`config.mk`:
```
export PLATFORM = sky130hd
export DESIGN_NAME = servo_feedback_frame_parser
export DESIGN_NICKNAME = d
export VERILOG_FILES = /design/src/hdl/sfp_pkg.sv /design/src/hdl/sfp_in_stage.sv /design/src/hdl/sfp_parse_core.sv /design/src/hdl/sfp_out_stage.sv /design/src/hdl/servo_feedback_frame_parser.sv
export SDC_FILE = /design/constraint.sdc
export NUM_CORES = 1
export LEC_CHECK = 0
export BUFFER_PORTS_ARGS = -buffer_cell sky130_fd_sc_hd__buf_2
export CAP_MARGIN = 40
export CORE_MARGIN = 4
export CORE_UTILIZATION = 58
export CTS_CLUSTER_SIZE = 40
export DETAILED_ROUTE_END_ITERATION = 10
export PLACE_DENSITY = 0.89
export SYNTH_ARGS = -nofsm -noshare
export SYNTH_HDL_FRONTEND = slang
export SYNTH_HIERARCHICAL = 1
export SYNTH_SLANG_ARGS = --single-unit
```
`constraint.sdc`:
```
create_clock -name clk -period 4.9 [get_ports clk]
set_input_delay 0.49 -clock clk [delete_from_list [all_inputs] [get_ports clk]]
set_output_delay 0.49 -clock clk [all_outputs]
set_load 0.005 [all_outputs]
```
`src/hdl/sfp_pkg.sv`:
```
`timescale 1ns / 1ps

package sfp_pkg;

	// Framing bytes of the feedback link.
	localparam logic [7:0] SYNC_FIRST  = 8'h55;
	localparam logic [7:0] SYNC_SECOND = 8'hAA;
	localparam logic [7:0] TRAILER     = 8'h7D;

	// Message type and command that mark a joint feedback body.
	localparam logic [7:0] JOINT_TYPE = 8'h01;
	localparam logic [7:0] JOINT_CMD  = 8'h06;

	// Number of angle fields on the result port.
	localparam int ANGLE_SLOTS = 6;

	typedef enum logic [2:0] {
		ST_JOINT    = 3'd0,
		ST_OTHER    = 3'd1,
		ST_FRAMING  = 3'd2,
		ST_CHECKSUM = 3'd3,
		ST_SHORT    = 3'd4,
		ST_TOO_LONG = 3'd5
	} status_t;

	typedef struct packed {
		status_t                         status;
		logic [7:0]                      msg_type;
		logic [7:0]                      command;
		logic [7:0]                      body_length;
		logic [ANGLE_SLOTS-1:0][15:0]    angle;
	} result_t;

endpackage

```
`src/hdl/sfp_in_stage.sv`:
```
`timescale 1ns / 1ps

module sfp_in_stage (
	input  logic       clk,
	input  logic       arst_n,
	input  logic       in_valid,
	output logic       in_ready,
	input  logic [7:0] rx_byte,
	input  logic       advance,
	output logic       valid_s1,
	output logic [7:0] byte_s1
);

	// The stage takes a new beat when it is empty or its beat moves on.
	assign in_ready = !valid_s1 || advance;

	// Valid flag of the input register.
	always_ff @(posedge clk or negedge arst_n) begin
		if (!arst_n) begin
			valid_s1 <= 1'b0;
		end else if (in_ready) begin
			valid_s1 <= in_valid;
		end
	end

	// Byte register; it needs no reset.
	always_ff @(posedge clk) begin
		if (in_valid && in_ready) begin
			byte_s1 <= rx_byte;
		end
	end

endmodule

```
`src/hdl/sfp_parse_core.sv`:
```
`timescale 1ns / 1ps

module sfp_parse_core #(
	parameter int MAX_FRAME_BYTES = 255,
	parameter int JOINT_COUNT     = 6
) (
	input  logic             clk,
	input  logic             arst_n,
	input  logic             step,
	input  logic [7:0]       byte_in,
	output logic             res_valid,
	output sfp_pkg::result_t result
);

	localparam logic [7:0] LEN_LIMIT     = 8'(MAX_FRAME_BYTES - 5);
	localparam logic [8:0] MIN_JOINT_LEN = 9'(2 + 2 * JOINT_COUNT);

	logic [7:0]  pos_q;
	logic        sync_ok_q;
	logic [7:0]  len_q;
	logic [7:0]  sum_q;
	logic [7:0]  type_q;
	logic [7:0]  cmd_q;
	logic [7:0]  csum_q;
	logic [15:0] angle_q [JOINT_COUNT];

	logic [8:0]  pos_w;
	logic [8:0]  body_end;
	logic        in_hunt;
	logic        in_sync2;
	logic        in_len;
	logic        in_body;
	logic        in_csum;
	logic        in_trailer;
	logic        too_long;
	logic        joint_ok;
	sfp_pkg::status_t trailer_status;
	logic [sfp_pkg::ANGLE_SLOTS-1:0][15:0] angle_out;

	// Phase of the frame from the byte position and the declared length.
	assign pos_w      = {1'b0, pos_q};
	assign body_end   = 9'd3 + {1'b0, len_q};
	assign in_hunt    = (pos_q == 8'd0);
	assign in_sync2   = (pos_q == 8'd1);
	assign in_len     = (pos_q == 8'd2);
	assign in_body    = (pos_q >= 8'd3) && (pos_w < body_end);
	assign in_csum    = (pos_q >= 8'd3) && (pos_w == body_end);
	assign in_trailer = (pos_q >= 8'd3) && (pos_w > body_end);
	assign too_long   = in_len && (byte_in > LEN_LIMIT);

	// Verdict on the trailer byte: framing errors win over the checksum.
	always_comb begin
		if (!sync_ok_q || byte_in != sfp_pkg::TRAILER) begin
			trailer_status = sfp_pkg::ST_FRAMING;
		end else if (sum_q != csum_q) begin
			trailer_status = sfp_pkg::ST_CHECKSUM;
		end else if (type_q == sfp_pkg::JOINT_TYPE && cmd_q == sfp_pkg::JOINT_CMD) begin
			if ({1'b0, len_q} < MIN_JOINT_LEN) begin
				trailer_status = sfp_pkg::ST_SHORT;
			end else begin
				trailer_status = sfp_pkg::ST_JOINT;
			end
		end else begin
			trailer_status = sfp_pkg::ST_OTHER;
		end
	end

	assign joint_ok  = in_trailer && (trailer_status == sfp_pkg::ST_JOINT);
	assign res_valid = step && (too_long || in_trailer);

	// Angles reach the result only for good joint frames; spare slots read zero.
	for (genvar e = 0; e < sfp_pkg::ANGLE_SLOTS; e++) begin : g_angle_out
		if (e < JOINT_COUNT) begin : g_used
			assign angle_out[e] = joint_ok ? angle_q[e] : 16'd0;
		end else begin : g_spare
			assign angle_out[e] = 16'd0;
		end
	end

	// Result assembled for the output register.
	always_comb begin
		result.status      = too_long ? sfp_pkg::ST_TOO_LONG : trailer_status;
		result.msg_type    = type_q;
		result.command     = cmd_q;
		result.body_length = in_len ? byte_in : len_q;
		result.angle       = angle_out;
	end

	// Frame state: position, sync flag, length, sum and header bytes.
	always_ff @(posedge clk or negedge arst_n) begin
		if (!arst_n) begin
			pos_q     <= 8'd0;
			sync_ok_q <= 1'b0;
			len_q     <= 8'd0;
			sum_q     <= 8'd0;
			type_q    <= 8'd0;
			cmd_q     <= 8'd0;
			csum_q    <= 8'd0;
		end else if (step) begin
			if (in_hunt) begin
				if (byte_in == sfp_pkg::SYNC_FIRST) begin
					pos_q     <= 8'd1;
					sync_ok_q <= 1'b0;
					len_q     <= 8'd0;
					sum_q     <= 8'd0;
					type_q    <= 8'd0;
					cmd_q     <= 8'd0;
					csum_q    <= 8'd0;
				end
			end else if (in_sync2) begin
				sync_ok_q <= (byte_in == sfp_pkg::SYNC_SECOND);
				pos_q     <= 8'd2;
			end else if (in_len) begin
				len_q <= byte_in;
				pos_q <= too_long ? 8'd0 : 8'd3;
			end else if (in_body) begin
				sum_q <= sum_q + byte_in;
				if (pos_q == 8'd3) begin
					type_q <= byte_in;
				end
				if (pos_q == 8'd4) begin
					cmd_q <= byte_in;
				end
				pos_q <= pos_q + 8'd1;
			end else if (in_csum) begin
				csum_q <= byte_in;
				pos_q  <= pos_q + 8'd1;
			end else begin
				pos_q <= 8'd0;
			end
		end
	end

	// Angle bytes, little-endian, taken from the body after the header.
	for (genvar e = 0; e < JOINT_COUNT; e++) begin : g_angle_store
		always_ff @(posedge clk) begin
			if (step && in_body && pos_q == 8'(5 + 2 * e)) begin
				angle_q[e][7:0] <= byte_in;
			end
			if (step && in_body && pos_q == 8'(6 + 2 * e)) begin
				angle_q[e][15:8] <= byte_in;
			end
		end
	end

	// Every result ends the frame and sends the parser back to hunting.
	a_result_ends_frame: assert property (@(posedge clk) disable iff (!arst_n)
		res_valid |=> pos_q == 8'd0)
		else $error("parser did not return to hunting after a result");

	// A length that was not rejected fits the frame limit.
	a_length_in_range: assert property (@(posedge clk) disable iff (!arst_n)
		res_valid && result.status != sfp_pkg::ST_TOO_LONG |-> result.body_length <= LEN_LIMIT)
		else $error("result carries a length above the limit");

	// The position never runs past the trailer of the declared frame.
	a_position_bounded: assert property (@(posedge clk) disable iff (!arst_n)
		pos_q > 8'd2 |-> pos_w <= body_end + 9'd1)
		else $error("byte position ran past the trailer");

endmodule

```
`src/hdl/sfp_out_stage.sv`:
```
`timescale 1ns / 1ps

module sfp_out_stage (
	input  logic             clk,
	input  logic             arst_n,
	input  logic             load,
	input  sfp_pkg::result_t result,
	output logic             advance,
	output logic             out_valid,
	input  logic             out_ready,
	output sfp_pkg::result_t res_q
);

	// A new result may enter when the register is empty or being emptied.
	assign advance = !out_valid || out_ready;

	// Valid flag of the result register.
	always_ff @(posedge clk or negedge arst_n) begin
		if (!arst_n) begin
			out_valid <= 1'b0;
		end else if (advance) begin
			out_valid <= load;
		end
	end

	// Result payload; it needs no reset.
	always_ff @(posedge clk) begin
		if (load && advance) begin
			res_q <= result;
		end
	end

endmodule

```
`src/hdl/servo_feedback_frame_parser.sv`:
```
`timescale 1ns / 1ps
// A byte accepted into the input register is parsed from there into the result register,
// where its result, if any, shows at out_valid.
// Throughput: one byte per cycle while out_ready is high; a waiting result stalls the input.
// Reset: arst_n clears the parser to hunting for sync, empties both registers, and
// sets rx_enable to 1. The angle store is not cleared; frames whose body reaches it refill it.

module servo_feedback_frame_parser #(
	parameter int MAX_FRAME_BYTES = 255,
	parameter int JOINT_COUNT     = 6
) (
	input  logic               clk,
	input  logic               arst_n,
	input  logic               cfg_write,
	input  logic               cfg_data,
	input  logic               in_valid,
	output logic               in_ready,
	input  logic [7:0]         rx_byte,
	output logic               out_valid,
	input  logic               out_ready,
	output logic [2:0]         status,
	output logic [7:0]         msg_type,
	output logic [7:0]         command,
	output logic [7:0]         body_length,
	output logic signed [15:0] angle_one,
	output logic signed [15:0] angle_two,
	output logic signed [15:0] angle_three,
	output logic signed [15:0] angle_four,
	output logic signed [15:0] angle_five,
	output logic signed [15:0] angle_six
);

	logic             rx_enable_q;
	logic             advance;
	logic             valid_s1;
	logic [7:0]       byte_s1;
	logic             step;
	logic             res_valid;
	sfp_pkg::result_t result;
	sfp_pkg::result_t res_q;

	// Port enable register.
	always_ff @(posedge clk or negedge arst_n) begin
		if (!arst_n) begin
			rx_enable_q <= 1'b1;
		end else if (cfg_write) begin
			rx_enable_q <= cfg_data;
		end
	end

	sfp_in_stage u_in_stage (
		.clk      (clk),
		.arst_n   (arst_n),
		.in_valid (in_valid),
		.in_ready (in_ready),
		.rx_byte  (rx_byte),
		.advance  (advance),
		.valid_s1 (valid_s1),
		.byte_s1  (byte_s1)
	);

	// A byte in the input register is parsed when it moves on; a closed port drops it.
	assign step = valid_s1 && advance && rx_enable_q;

	sfp_parse_core #(
		.MAX_FRAME_BYTES (MAX_FRAME_BYTES),
		.JOINT_COUNT     (JOINT_COUNT)
	) u_parse_core (
		.clk       (clk),
		.arst_n    (arst_n),
		.step      (step),
		.byte_in   (byte_s1),
		.res_valid (res_valid),
		.result    (result)
	);

	sfp_out_stage u_out_stage (
		.clk       (clk),
		.arst_n    (arst_n),
		.load      (res_valid),
		.result    (result),
		.advance   (advance),
		.out_valid (out_valid),
		.out_ready (out_ready),
		.res_q     (res_q)
	);

	// Result fields on their own ports.
	assign status      = res_q.status;
	assign msg_type    = res_q.msg_type;
	assign command     = res_q.command;
	assign body_length = res_q.body_length;
	assign angle_one   = signed'(res_q.angle[0]);
	assign angle_two   = signed'(res_q.angle[1]);
	assign angle_three = signed'(res_q.angle[2]);
	assign angle_four  = signed'(res_q.angle[3]);
	assign angle_five  = signed'(res_q.angle[4]);
	assign angle_six   = signed'(res_q.angle[5]);

	// The input side only stalls behind a result that is waiting to be taken.
	a_stall_cause: assert property (@(posedge clk) disable iff (!arst_n)
		valid_s1 && !in_ready |-> out_valid && !out_ready)
		else $error("input stalled without a waiting result");

	// Angles are zero on every result other than joint feedback.
	a_angles_only_joint: assert property (@(posedge clk) disable iff (!arst_n)
		out_valid && status != sfp_pkg::ST_JOINT |-> angle_one == 16'sd0 && angle_six == 16'sd0)
		else $error("angles present on a non-joint result");

	// A parsed byte with a result always finds the result register free.
	a_result_stored: assert property (@(posedge clk) disable iff (!arst_n)
		res_valid |=> out_valid)
		else $error("result was lost");

endmodule
```
==> results of run 1 <==
-- cells in the final DEF, fill, tap and decap left out, drive strengths merged, types with 14 or more instances in the layout --
cell,Yosys,final
a22o,16,16
and2,100,100
buf,10,151
clkbuf,18,39
dfrtp,51,51
edfxtp,227,227
ha,20,20
inv,23,23
nand2,29,29
nand3,16,16
nor2,22,22
o21ai,15,15
xor2,14,14
-- how the worst max path moves through the flow --
| stage | start | to | slack (ps) | depth (start not counted) |
|---|---|---|---|---|
| after detailed placement | u_parse_core/len_q[0] | u_parse_core/angle_q[2][2] | 820 | 12 |
| final | u_parse_core/len_q[0] | u_parse_core/angle_q[2][0] | 720 | 12 |
| after CTS | u_parse_core/len_q[0] | u_parse_core/angle_q[2][1] | 770 | 12 |
| after global routing | u_parse_core/len_q[0] | u_parse_core/angle_q[2][4] | 490 | 12 |
| after floorplan | u_parse_core/len_q[0] | u_out_stage/res_q[0] | 1380 | 13 |
| after global placement | u_parse_core/len_q[0] | u_parse_core/angle_q[0][4] | 940 | 12 |
-- layer usage --
layer,global-route usage,up-vias,part of all wire
met5,0,-,0
li1,-,2963,-
met1,0.289,3174,0.41
met2,0.361,311,0.50
met4,0.0569,0,0.019
met3,0.0364,42,0.070
-- flip-flops by register name, indices dropped and copies added, names as in the netlist --
| signal | count |
|---|---|
| rx_enable_q | 1 |
| u_parse_core/pos_q | 8 |
| u_parse_core/angle_q | 96 |
| u_out_stage/out_valid | 1 |
| u_out_stage/res_q | 123 |
| u_parse_core/csum_q | 8 |
| u_in_stage/byte_s1 | 8 |
| u_parse_core/cmd_q | 8 |
| u_parse_core/type_q | 8 |
| u_parse_core/sum_q | 8 |
| u_parse_core/sync_ok_q | 1 |
| u_in_stage/valid_s1 | 1 |
| u_parse_core/len_q | 8 |
-- final cells by class --
| cell class | count | area (sq um) | area share |
|---|---|---|---|
| Clock inverter | 10 | 164 | 0.0126 |
| Inverter | 23 | 86.3 | 0.00662 |
| Tap cell | 260 | 325 | 0.0249 |
| Timing Repair Buffer | 151 | 801 | 0.0614 |
| Sequential cell | 279 | 8120 | 0.622 |
| Clock buffer | 39 | 751 | 0.0575 |
| Multi-Input combinational cell | 384 | 2800 | 0.215 |
-- worst max-delay path, stage by stage (launching register included) --
cell	delay, ps
dfrtp_1	410
inv_1	90
ha_1	220
and3b_4	320
nand3_1	90
xor2_1	160
ha_1	200
a211oi_1	270
o211ai_1	130
o211a_1	330
nor2_1	570
and3_1	540
and4b_1	530
-- cells by family (layout without fill, tap and decap cells) --
family                   Yosys count  in the layout  synth area share
adder cells (fa/ha/maj)           21             21            0.0242
flip-flops                       279            279             0.727
AO/OA/AOI/OAI                     86             86            0.0589
buffers and inverters             51            223            0.0222
multiplexers                      21             21            0.0205
AND/OR/NAND/NOR                  239            239             0.134
XOR/XNOR                          17             17            0.0133
-- per-stage QoR --
step	power [mW]	cell area [sq um]
2_1_floorplan	3.94	11200
6_report	6.41	13000
4_1_cts	6.42	13000
5_1_grt	6.72	13000
3_5_place_dp	4.30	12100
3_3_place_gp	4.26	12100
-- where the power goes --
group	switching [mW]	leakage, nW	total [mW]	internal, mW
registers	0.187	2.82	3.01	2.82
clock network	0.843	0.442	2.12	1.28
logic	0.792	1.92	1.29	0.495
total	1.82	5.18	6.41	4.59
==> impl_results.md, run 1 <==
- FF-to-FF setup slack: a little over 700 ps
- CP Data Arrival Time: around 4400 ps
- Cell Count, Final, Fillers Out: around 1100
- Die width: roughly 150 um
- Reg-to-Reg End: u_parse_core/angle_q[2][0]
- RR Startpoint: u_parse_core/len_q[0]
- WHS: 82.2 ps
- FMAX: between 0.2 and 0.25 GHz
- Worst Skew: roughly 14 ps
- Startpoint types: flop
- Pre-CTS setup slack: 820 ps
- Global Route Usage Sum: 0.213
- Hold buffers post-CTS: 0
- Via/cell ratio: between 5 and 6
- Postcts setup bufs: 0
- Area delta synth->final: 16.8%
- First-pass GRT wire length: 36400 um
- Required @ worst endpoint: 5080 ps
- Initial antenna violation count: 0
- Post-synth top cells: edfxtp_1 (227), and2_1 (98), dfrtp_1 (51)
- Core ar.: around 19000 sq um
- Yosys warning count: 6
- Num CTS Buffers: 27
- Min cycle time layout: 4180 ps
- Leakage: 5.18 nW
- Number of cell rows: 50
- Post-layout util: 0.693
- Post-synth ARST share: 0.186
- Mapped Area: roughly 11000 sq um
- GPL Wtd Cong: slightly above 0.9
- H-tree levels: 1
- Final Setup Violations: 0
- Placed cells: 1097
- Initial core utilization: 0.593
- Post-synth EDFFs: 227
- Routed WL: 22800 um
- CTS root buf: clkbuf_16
- Slew Viols, Final: 0
- Synth cell types: between 60 and 70
- Layout cells sized above 1: 0.254
- FILL cells: approximately 1200
- Resize count post-CTS: 0
- GR Overflow Total: 0
- Max-Cap Viols: 0
- Final hold violations: 0
- Final ANT Viol Nets: 0
- Fin Setup TNS: 0 ps
- Status: finished clean
- Hold Path Class: in2async
- CP Capture Type: flop
- Max VDD drop: roughly 280 uV
- CTS tree: built
- Yosys reg bits: between 200 and 300
- Cells after synthesis: 714
- Syn_nets: between 700 and 800
- Worst slew pin tran: approximately 820 ps
- Maximum clock insertion buffer count: 3
- Largest area contributor in the netlist: edfxtp_1
- Initial DRC Count: around 650
- Die H: between 100 and 150 um
- Final net count: around 900
- Pin count of the biggest net entering global routing: 97
- Predominant post-synthesis flop cell: edfxtp_1
- Vias: 6490
- Wire length per cell: 19.9 um
- Mean Syn Cell Area: 15.6 sq um
- PnR worst setup slack: roughly 720 ps
- Reg2reg path depth: 12
- Largest cells by area after synthesis: edfxtp_1 (61%), dfrtp_1 (11%), and2_1 (5.5%)
- Slew HR: 0.451
- TritonRoute pass-1 iters: 5
- I/O pin cnt: roughly 140
- Clock sinks: about 280
- Vias in the first global route: 6628
- Antenna cells: 0
- Pwr dens: about 500 nW/um^2
- DR DRC count: 0
- Synth top area share: 0.610
- Die area: around 22000 sq um
- CTS clock-pin slew for the worst setup and hold paths: approximately 60 ps
- Most common cell in the netlist: edfxtp_1
- Unrepaired setup endpoints after global routing: false
- Tcrit/Tclk final: 0.853
- WS Path Type: reg2reg
- Post-DP HPWL: roughly 14000 um
- Buffers on Ports: 138
- Clk_lat worst skew: about 520 ps
- Seq/Total Area, Yosys: 0.727
- Critical Path Fanout Max: 12
Note: power is estimated with default switching activity, not from simulation.
==> run 2, diff against run 1 <==
--- a/config.mk
+++ b/config.mk
@@ -8,10 +8,10 @@
 export BUFFER_PORTS_ARGS = -buffer_cell sky130_fd_sc_hd__buf_2
 export CAP_MARGIN = 40
 export CORE_MARGIN = 4
-export CORE_UTILIZATION = 58
+export CORE_UTILIZATION = 40
 export CTS_CLUSTER_SIZE = 40
 export DETAILED_ROUTE_END_ITERATION = 10
-export PLACE_DENSITY = 0.89
+export PLACE_DENSITY = 0.68
 export SYNTH_ARGS = -nofsm -noshare
 export SYNTH_HDL_FRONTEND = slang
 export SYNTH_HIERARCHICAL = 1
==> constraint.sdc (replaced) <==
create_clock -name clk -period 4.96 [get_ports clk]
set_input_delay 0.496 -clock clk [delete_from_list [all_inputs] [get_ports clk]]
set_output_delay 0.496 -clock clk [all_outputs]
set_load 0.005 [all_outputs]
==> run 2 against run 1 <==
Effect of this change:
- first-iteration DRC count decreased by 37%
- non-clock buffer count stayed put
- hold slack got worse by 14 ps
- critical path depth grew 1
- clock-buffer cell count did not move
- sequential share of layout area shrank 0.70 points
- die area increased by 42%
- via count decreased by 3.3%
- sequential power fell by 1%
- fmax is 7.9% higher
==> impl_results.md, run 2 (same netlist as run 1, synthesis figures left out) <==
- Via/cell ratio: 4.98
- Buffers on Ports: ~140
- Final net count: 902
- Core ar.: 27200 sq um
- Initial antenna violation count: 0
- GR Overflow Total: 0
- Commonest non-fill, non-tap cell in the layout: edfxtp_1
- Max FFs per register: about 120
- Post-layout util: 0.486
- Final Setup Violations: 0
- CP Data Arrival Time: roughly 4000 ps
- Startpoint types: flop
- Most frequent cells in the layout: edfxtp_1 (227), buf_2 (138), and2_1 (98)
- Clock sinks: about 280
- Min cycle time layout: 3870 ps
- Clk_lat worst skew: ~560 ps
- TritonRoute pass-1 iters: 5
- Met1 Use GR: 0.206
- GPL Wtd Cong: a little under 0.9
- Final ANT Viol Nets: 0
- Initial DRC Count: 405
- WS Path Type: reg2reg
- CTS tree: built
- Pwr dens: ~480 nW/um^2
- Num CTS Buffers: 28
- Fin Setup TNS: 0 ps
- Area delta synth->final: 18.1%
- Wire length per cell: around 18 um
- I/O pin cnt: 139
- Max-Cap Viols: 0
- Slew HR: 0.426
- Leakage: between 5 and 6 nW
- DR DRC count: 0
- Postcts setup bufs: 0
- H-tree levels: 1
- Worst slew pin tran: between 800 and 900 ps
- Final hold violations: 0
- Max VDD drop: around 240 uV
- Met3 Use GR: 0.0286
- Pin count of the biggest net entering global routing: 97
- CP Capture Type: flop
- Resize count post-CTS: 0
- Met2 Usage GRT: 0.237
- Slew Viols, Final: 0
- Maximum clock insertion buffer count: 3
- Cell Area, Placed: 12300 sq um
- Number of cell rows: 60
- Required @ worst endpoint: ~5200 ps
- Global routing's busiest layer: met2
- Post-DP HPWL: roughly 15000 um
- CTS clock-pin slew for the worst setup and hold paths: 60 ps
- FMAX: around 0.26 GHz
- Hold Path Class: in2async
- Final Cell Area: about 13000 sq um
- Unrepaired setup endpoints after global routing: false
- Largest reg by FF count: u_out_stage/res_q
- Initial core utilization: 0.411
- Die area: approximately 31000 sq um
- Status: finished clean
- Tcrit/Tclk final: 0.781
- Die width: ~180 um
- Biggest regs: u_out_stage/res_q x123, u_parse_core/angle_q x96
- Antenna cells: 0
- First-pass GRT wire length: ~36000 um
- Die H: about 180 um
- Routed WL: ~23000 um
- Layout cells sized above 1: 0.254
- Worst Skew: 18.0 ps
- Vias in the first global route: 6343
- Hold buffers post-CTS: 0
- Critical Path Fanout Max: 39
- Global Route Usage Sum: 0.148
- Vias: ~6300
- CTS root buf: clkbuf_16
run 2: metrics by stage:
step	cells	worst slack, ps	power (mW)	hold slack [ps]
3_3_place_gp	1209	1230	4.25	448
4_1_cts	1261	1090	6.35	87.1
2_1_floorplan	714	1440	3.89	200
5_1_grt	1261	754	6.61	110
3_5_place_dp	1209	1110	4.27	454
6_report	1261	1090	6.29	68.6
run 2: report_power, final:
part / switching (mW) / internal [mW]
registers: 0.184 / 2.78
clock network: 0.846 / 1.21
logic: 0.767 / 0.496
run 2: path summary, 6_finish.rpt:
path / to / cells after the start / start / slack [ps]
worst max-delay path: u_out_stage/res_q[26] / 13 / u_parse_core/len_q[0] / 1090
worst min-delay path: u_in_stage/valid_s1 / 2 / arst_n / 70
worst max register to register: u_out_stage/res_q[26] / 13 / u_parse_core/len_q[0] / 1090
worst min register to register: u_out_stage/res_q[112] / 0 / u_parse_core/type_q[0] / 460
max in group asynchronous: u_parse_core/pos_q[1] / 2 / arst_n / 4400
min in group clk: u_in_stage/byte_s1[4] / 1 / rx_byte[4] / 130
run 2: critical path, stage by stage (launching register included):
cell and delay [ps]:
dfrtp_1 430, inv_1 90, ha_1 220, and3b_4 310, nand3_1 90, xor2_1 160, ha_1 320, nand3_1 90
o211ai_1 90, o211a_1 340, and3_1 250, o21a_1 140, and2_4 520, buf_4 440
run 2: layer usage:
layer  routed length [um]  vias to the layer above
li1                     -                     2977
met1                10200                     3073
met2                10800                      191
met3                 1290                       38
met4                  544                        0
met5                    0                        -
run 2: cell type report:
class	count	area (sq um)
Fill cell	2374	14000
Sequential cell	279	8120
Multi-Input combinational cell	384	2800
Timing Repair Buffer	151	801
Clock buffer	39	783
Tap cell	372	465
Clock inverter	13	139
Inverter	23	86.3
==> run 3, diff against run 2 <==
==> constraint.sdc (replaced) <==
create_clock -name clk -period 3.77 [get_ports clk]
set_input_delay 0.377 -clock clk [delete_from_list [all_inputs] [get_ports clk]]
set_output_delay 0.377 -clock clk [all_outputs]
set_load 0.005 [all_outputs]
==> run 3 against run 2 <==
Effect of this change:
- power grew 34%
- sequential cell count is the same
- clock-buffer cell count shrank 3
- utilization grew 0.46 points
- largest cell class unchanged
- highest routed layer unchanged
==> impl_results.md, run 3 (same netlist as run 1, synthesis figures left out) <==
- Met1 Use GR: 0.205
- Postcts setup bufs: 0
- Slew HR: 0.444
- Vias in the first global route: approximately 6500
- FMAX: about 0.29 GHz
- DR DRC count: 0
- Max FFs per register: 123
- Die width: 175 um
- Max VDD drop: 372 uV
- WS Path Type: reg2reg
- GPL Wtd Cong: about 0.83
- Slew Viols, Final: 0
- Clock sinks: roughly 280
- Critical Path Fanout Max: 10
- Pin count of the biggest net entering global routing: 97
- Largest reg by FF count: u_out_stage/res_q
- GR Overflow Total: 0
- Status: finished clean
- Vias: between 6000 and 7000
- First-pass GRT wire length: 36400 um
- Die area: between 30000 and 40000 sq um
- Worst slew pin tran: 834 ps
- Wire length per cell: 18.2 um
- Via/cell ratio: approximately 5.0
- Post-DP HPWL: ~15000 um
- Most frequent cells in the layout: edfxtp_1 (227), buf_2 (138), and2_1 (98)
- Num CTS Buffers: 28
- Maximum clock insertion buffer count: 3
- H-tree levels: 1
- Worst Skew: 13.4 ps
- Pwr dens: about 630 nW/um^2
- Hold Path Class: in2reg
- Min cycle time layout: about 3500 ps
- Tcrit/Tclk final: 0.925
- Initial DRC Count: roughly 420
- TritonRoute pass-1 iters: 4
- Leakage: 5.23 nW
- Clk_lat worst skew: roughly 530 ps
- CP Capture Type: flop
- Die H: 175 um
- Final hold violations: 0
- Final ANT Viol Nets: 0
- Initial core utilization: 0.411
- Required @ worst endpoint: approximately 4200 ps
- Post-layout util: 0.490
- Met2 Usage GRT: 0.243
- CTS clock-pin slew for the worst setup and hold paths: around 60 ps
- Final net count: 909
- Buffers on Ports: between 100 and 150
- Global routing's busiest layer: met2
- Biggest regs: u_out_stage/res_q x123, u_parse_core/angle_q x96
- CTS root buf: clkbuf_16
- I/O pin cnt: 139
- Number of cell rows: 60
- Area delta synth->final: 19.3%
- Initial antenna violation count: 0
- Final Setup Violations: 0
- Global Route Usage Sum: 0.149
- CP Data Arrival Time: approximately 3900 ps
- Max-Cap Viols: 0
- CTS tree: built
- Met3 Use GR: 0.0266
- Unrepaired setup endpoints after global routing: false
- FILL cells: 2373
- Layout cells sized above 1: 0.270
- Startpoint types: flop
- Commonest non-fill, non-tap cell in the layout: edfxtp_1
- Fin Setup TNS: 0 ps
- Routed WL: 23100 um
- Antenna cells: 0
- Core ar.: 27200 sq um
## run 3: cell types whose count changed in the layout (fill, tap and decap cells not counted), moves of 3 or more
cell / before / now
clkinv_2: 6 / 2
buf_4: 12 / 15
and4b_1: 7 / 0
clkbuf_1: 8 / 5
and4b_2: 0 / 7
## run 3: per-layer routing
| metal | up-vias | share of wire | wire length (um) |
|---|---|---|---|
| met2 | 188 | 0.48 | 11000 |
| met4 | 0 | 0.023 | 535 |
| met5 | - | 0 | 0 |
| met3 | 43 | 0.057 | 1310 |
| met1 | 3114 | 0.44 | 10200 |
| li1 | 2987 | - | - |
## run 3: area by class of cell
class / instances / area (sq um) / share of cell area
well taps: 372 / 465 / 0.0349
repair buffers: 158 / 883 / 0.0663
flip-flops and latches: 279 / 8120 / 0.609
clock inverters: 14 / 173 / 0.0130
clock buffers: 36 / 772 / 0.0580
multi-input cells: 384 / 2820 / 0.212
inverters: 23 / 86.3 / 0.00648
## run 3: power breakdown
group | leakage, nW | internal [mW] | total [mW] | switching [mW]
Clock | 0.455 | 1.71 | 2.82 | 1.11
Sequential | 2.82 | 3.66 | 3.91 | 0.246
Combinational | 1.95 | 0.682 | 1.71 | 1.02
## run 3: through the flow
stage / hold WS, ps / power (mW) / instances / cell area, sq um / setup slack (ps)
final: 30.6 / 8.43 / 1266 / 13300 / 284
after global routing: 3.75 / 8.86 / 1266 / 13300 / 27.2
after global placement: 445 / 5.62 / 1213 / 12300 / 209
after detailed placement: 356 / 5.64 / 1214 / 12300 / 172
after floorplan: 81.4 / 5.12 / 714 / 11200 / 247
after CTS: 1.13 / 8.48 / 1266 / 13300 / 127
## run 3: final timing paths
| check | slack [ps] | startpoint | endpoint | cells past startpoint |
|---|---|---|---|---|
| setup / recovery | 280 | u_parse_core/len_q[0] | u_parse_core/type_q[1] | 12 |
| setup reg to reg | 280 | u_parse_core/len_q[0] | u_parse_core/type_q[1] | 12 |
| hold / removal | 30 | rx_byte[6] | u_in_stage/byte_s1[6] | 1 |
| hold reg to reg | 470 | u_parse_core/type_q[0] | u_out_stage/res_q[112] | 0 |
| max in group asynchronous | 2920 | arst_n | u_parse_core/type_q[3] | 4 |
| min in group asynchronous | 330 | arst_n | u_out_stage/out_valid | 3 |
## run 3: what timing repair did
action	in CTS	in global routing
gates resized for setup	0	12
endpoints found under the setup margin	0	184
endpoints found under the hold margin	34	0
hold buffers	2	0
## run 3: worst max-delay path, cell delays in order, from the launching register on
cell,delay [ps]
dfrtp_1,420
inv_1,90
ha_1,220
and3b_4,320
nand3_1,90
xor2_1,160
ha_1,190
a211oi_1,230
o211ai_1,130
o211a_4,280
or3b_4,400
a211oi_4,580
mux2i_1,280
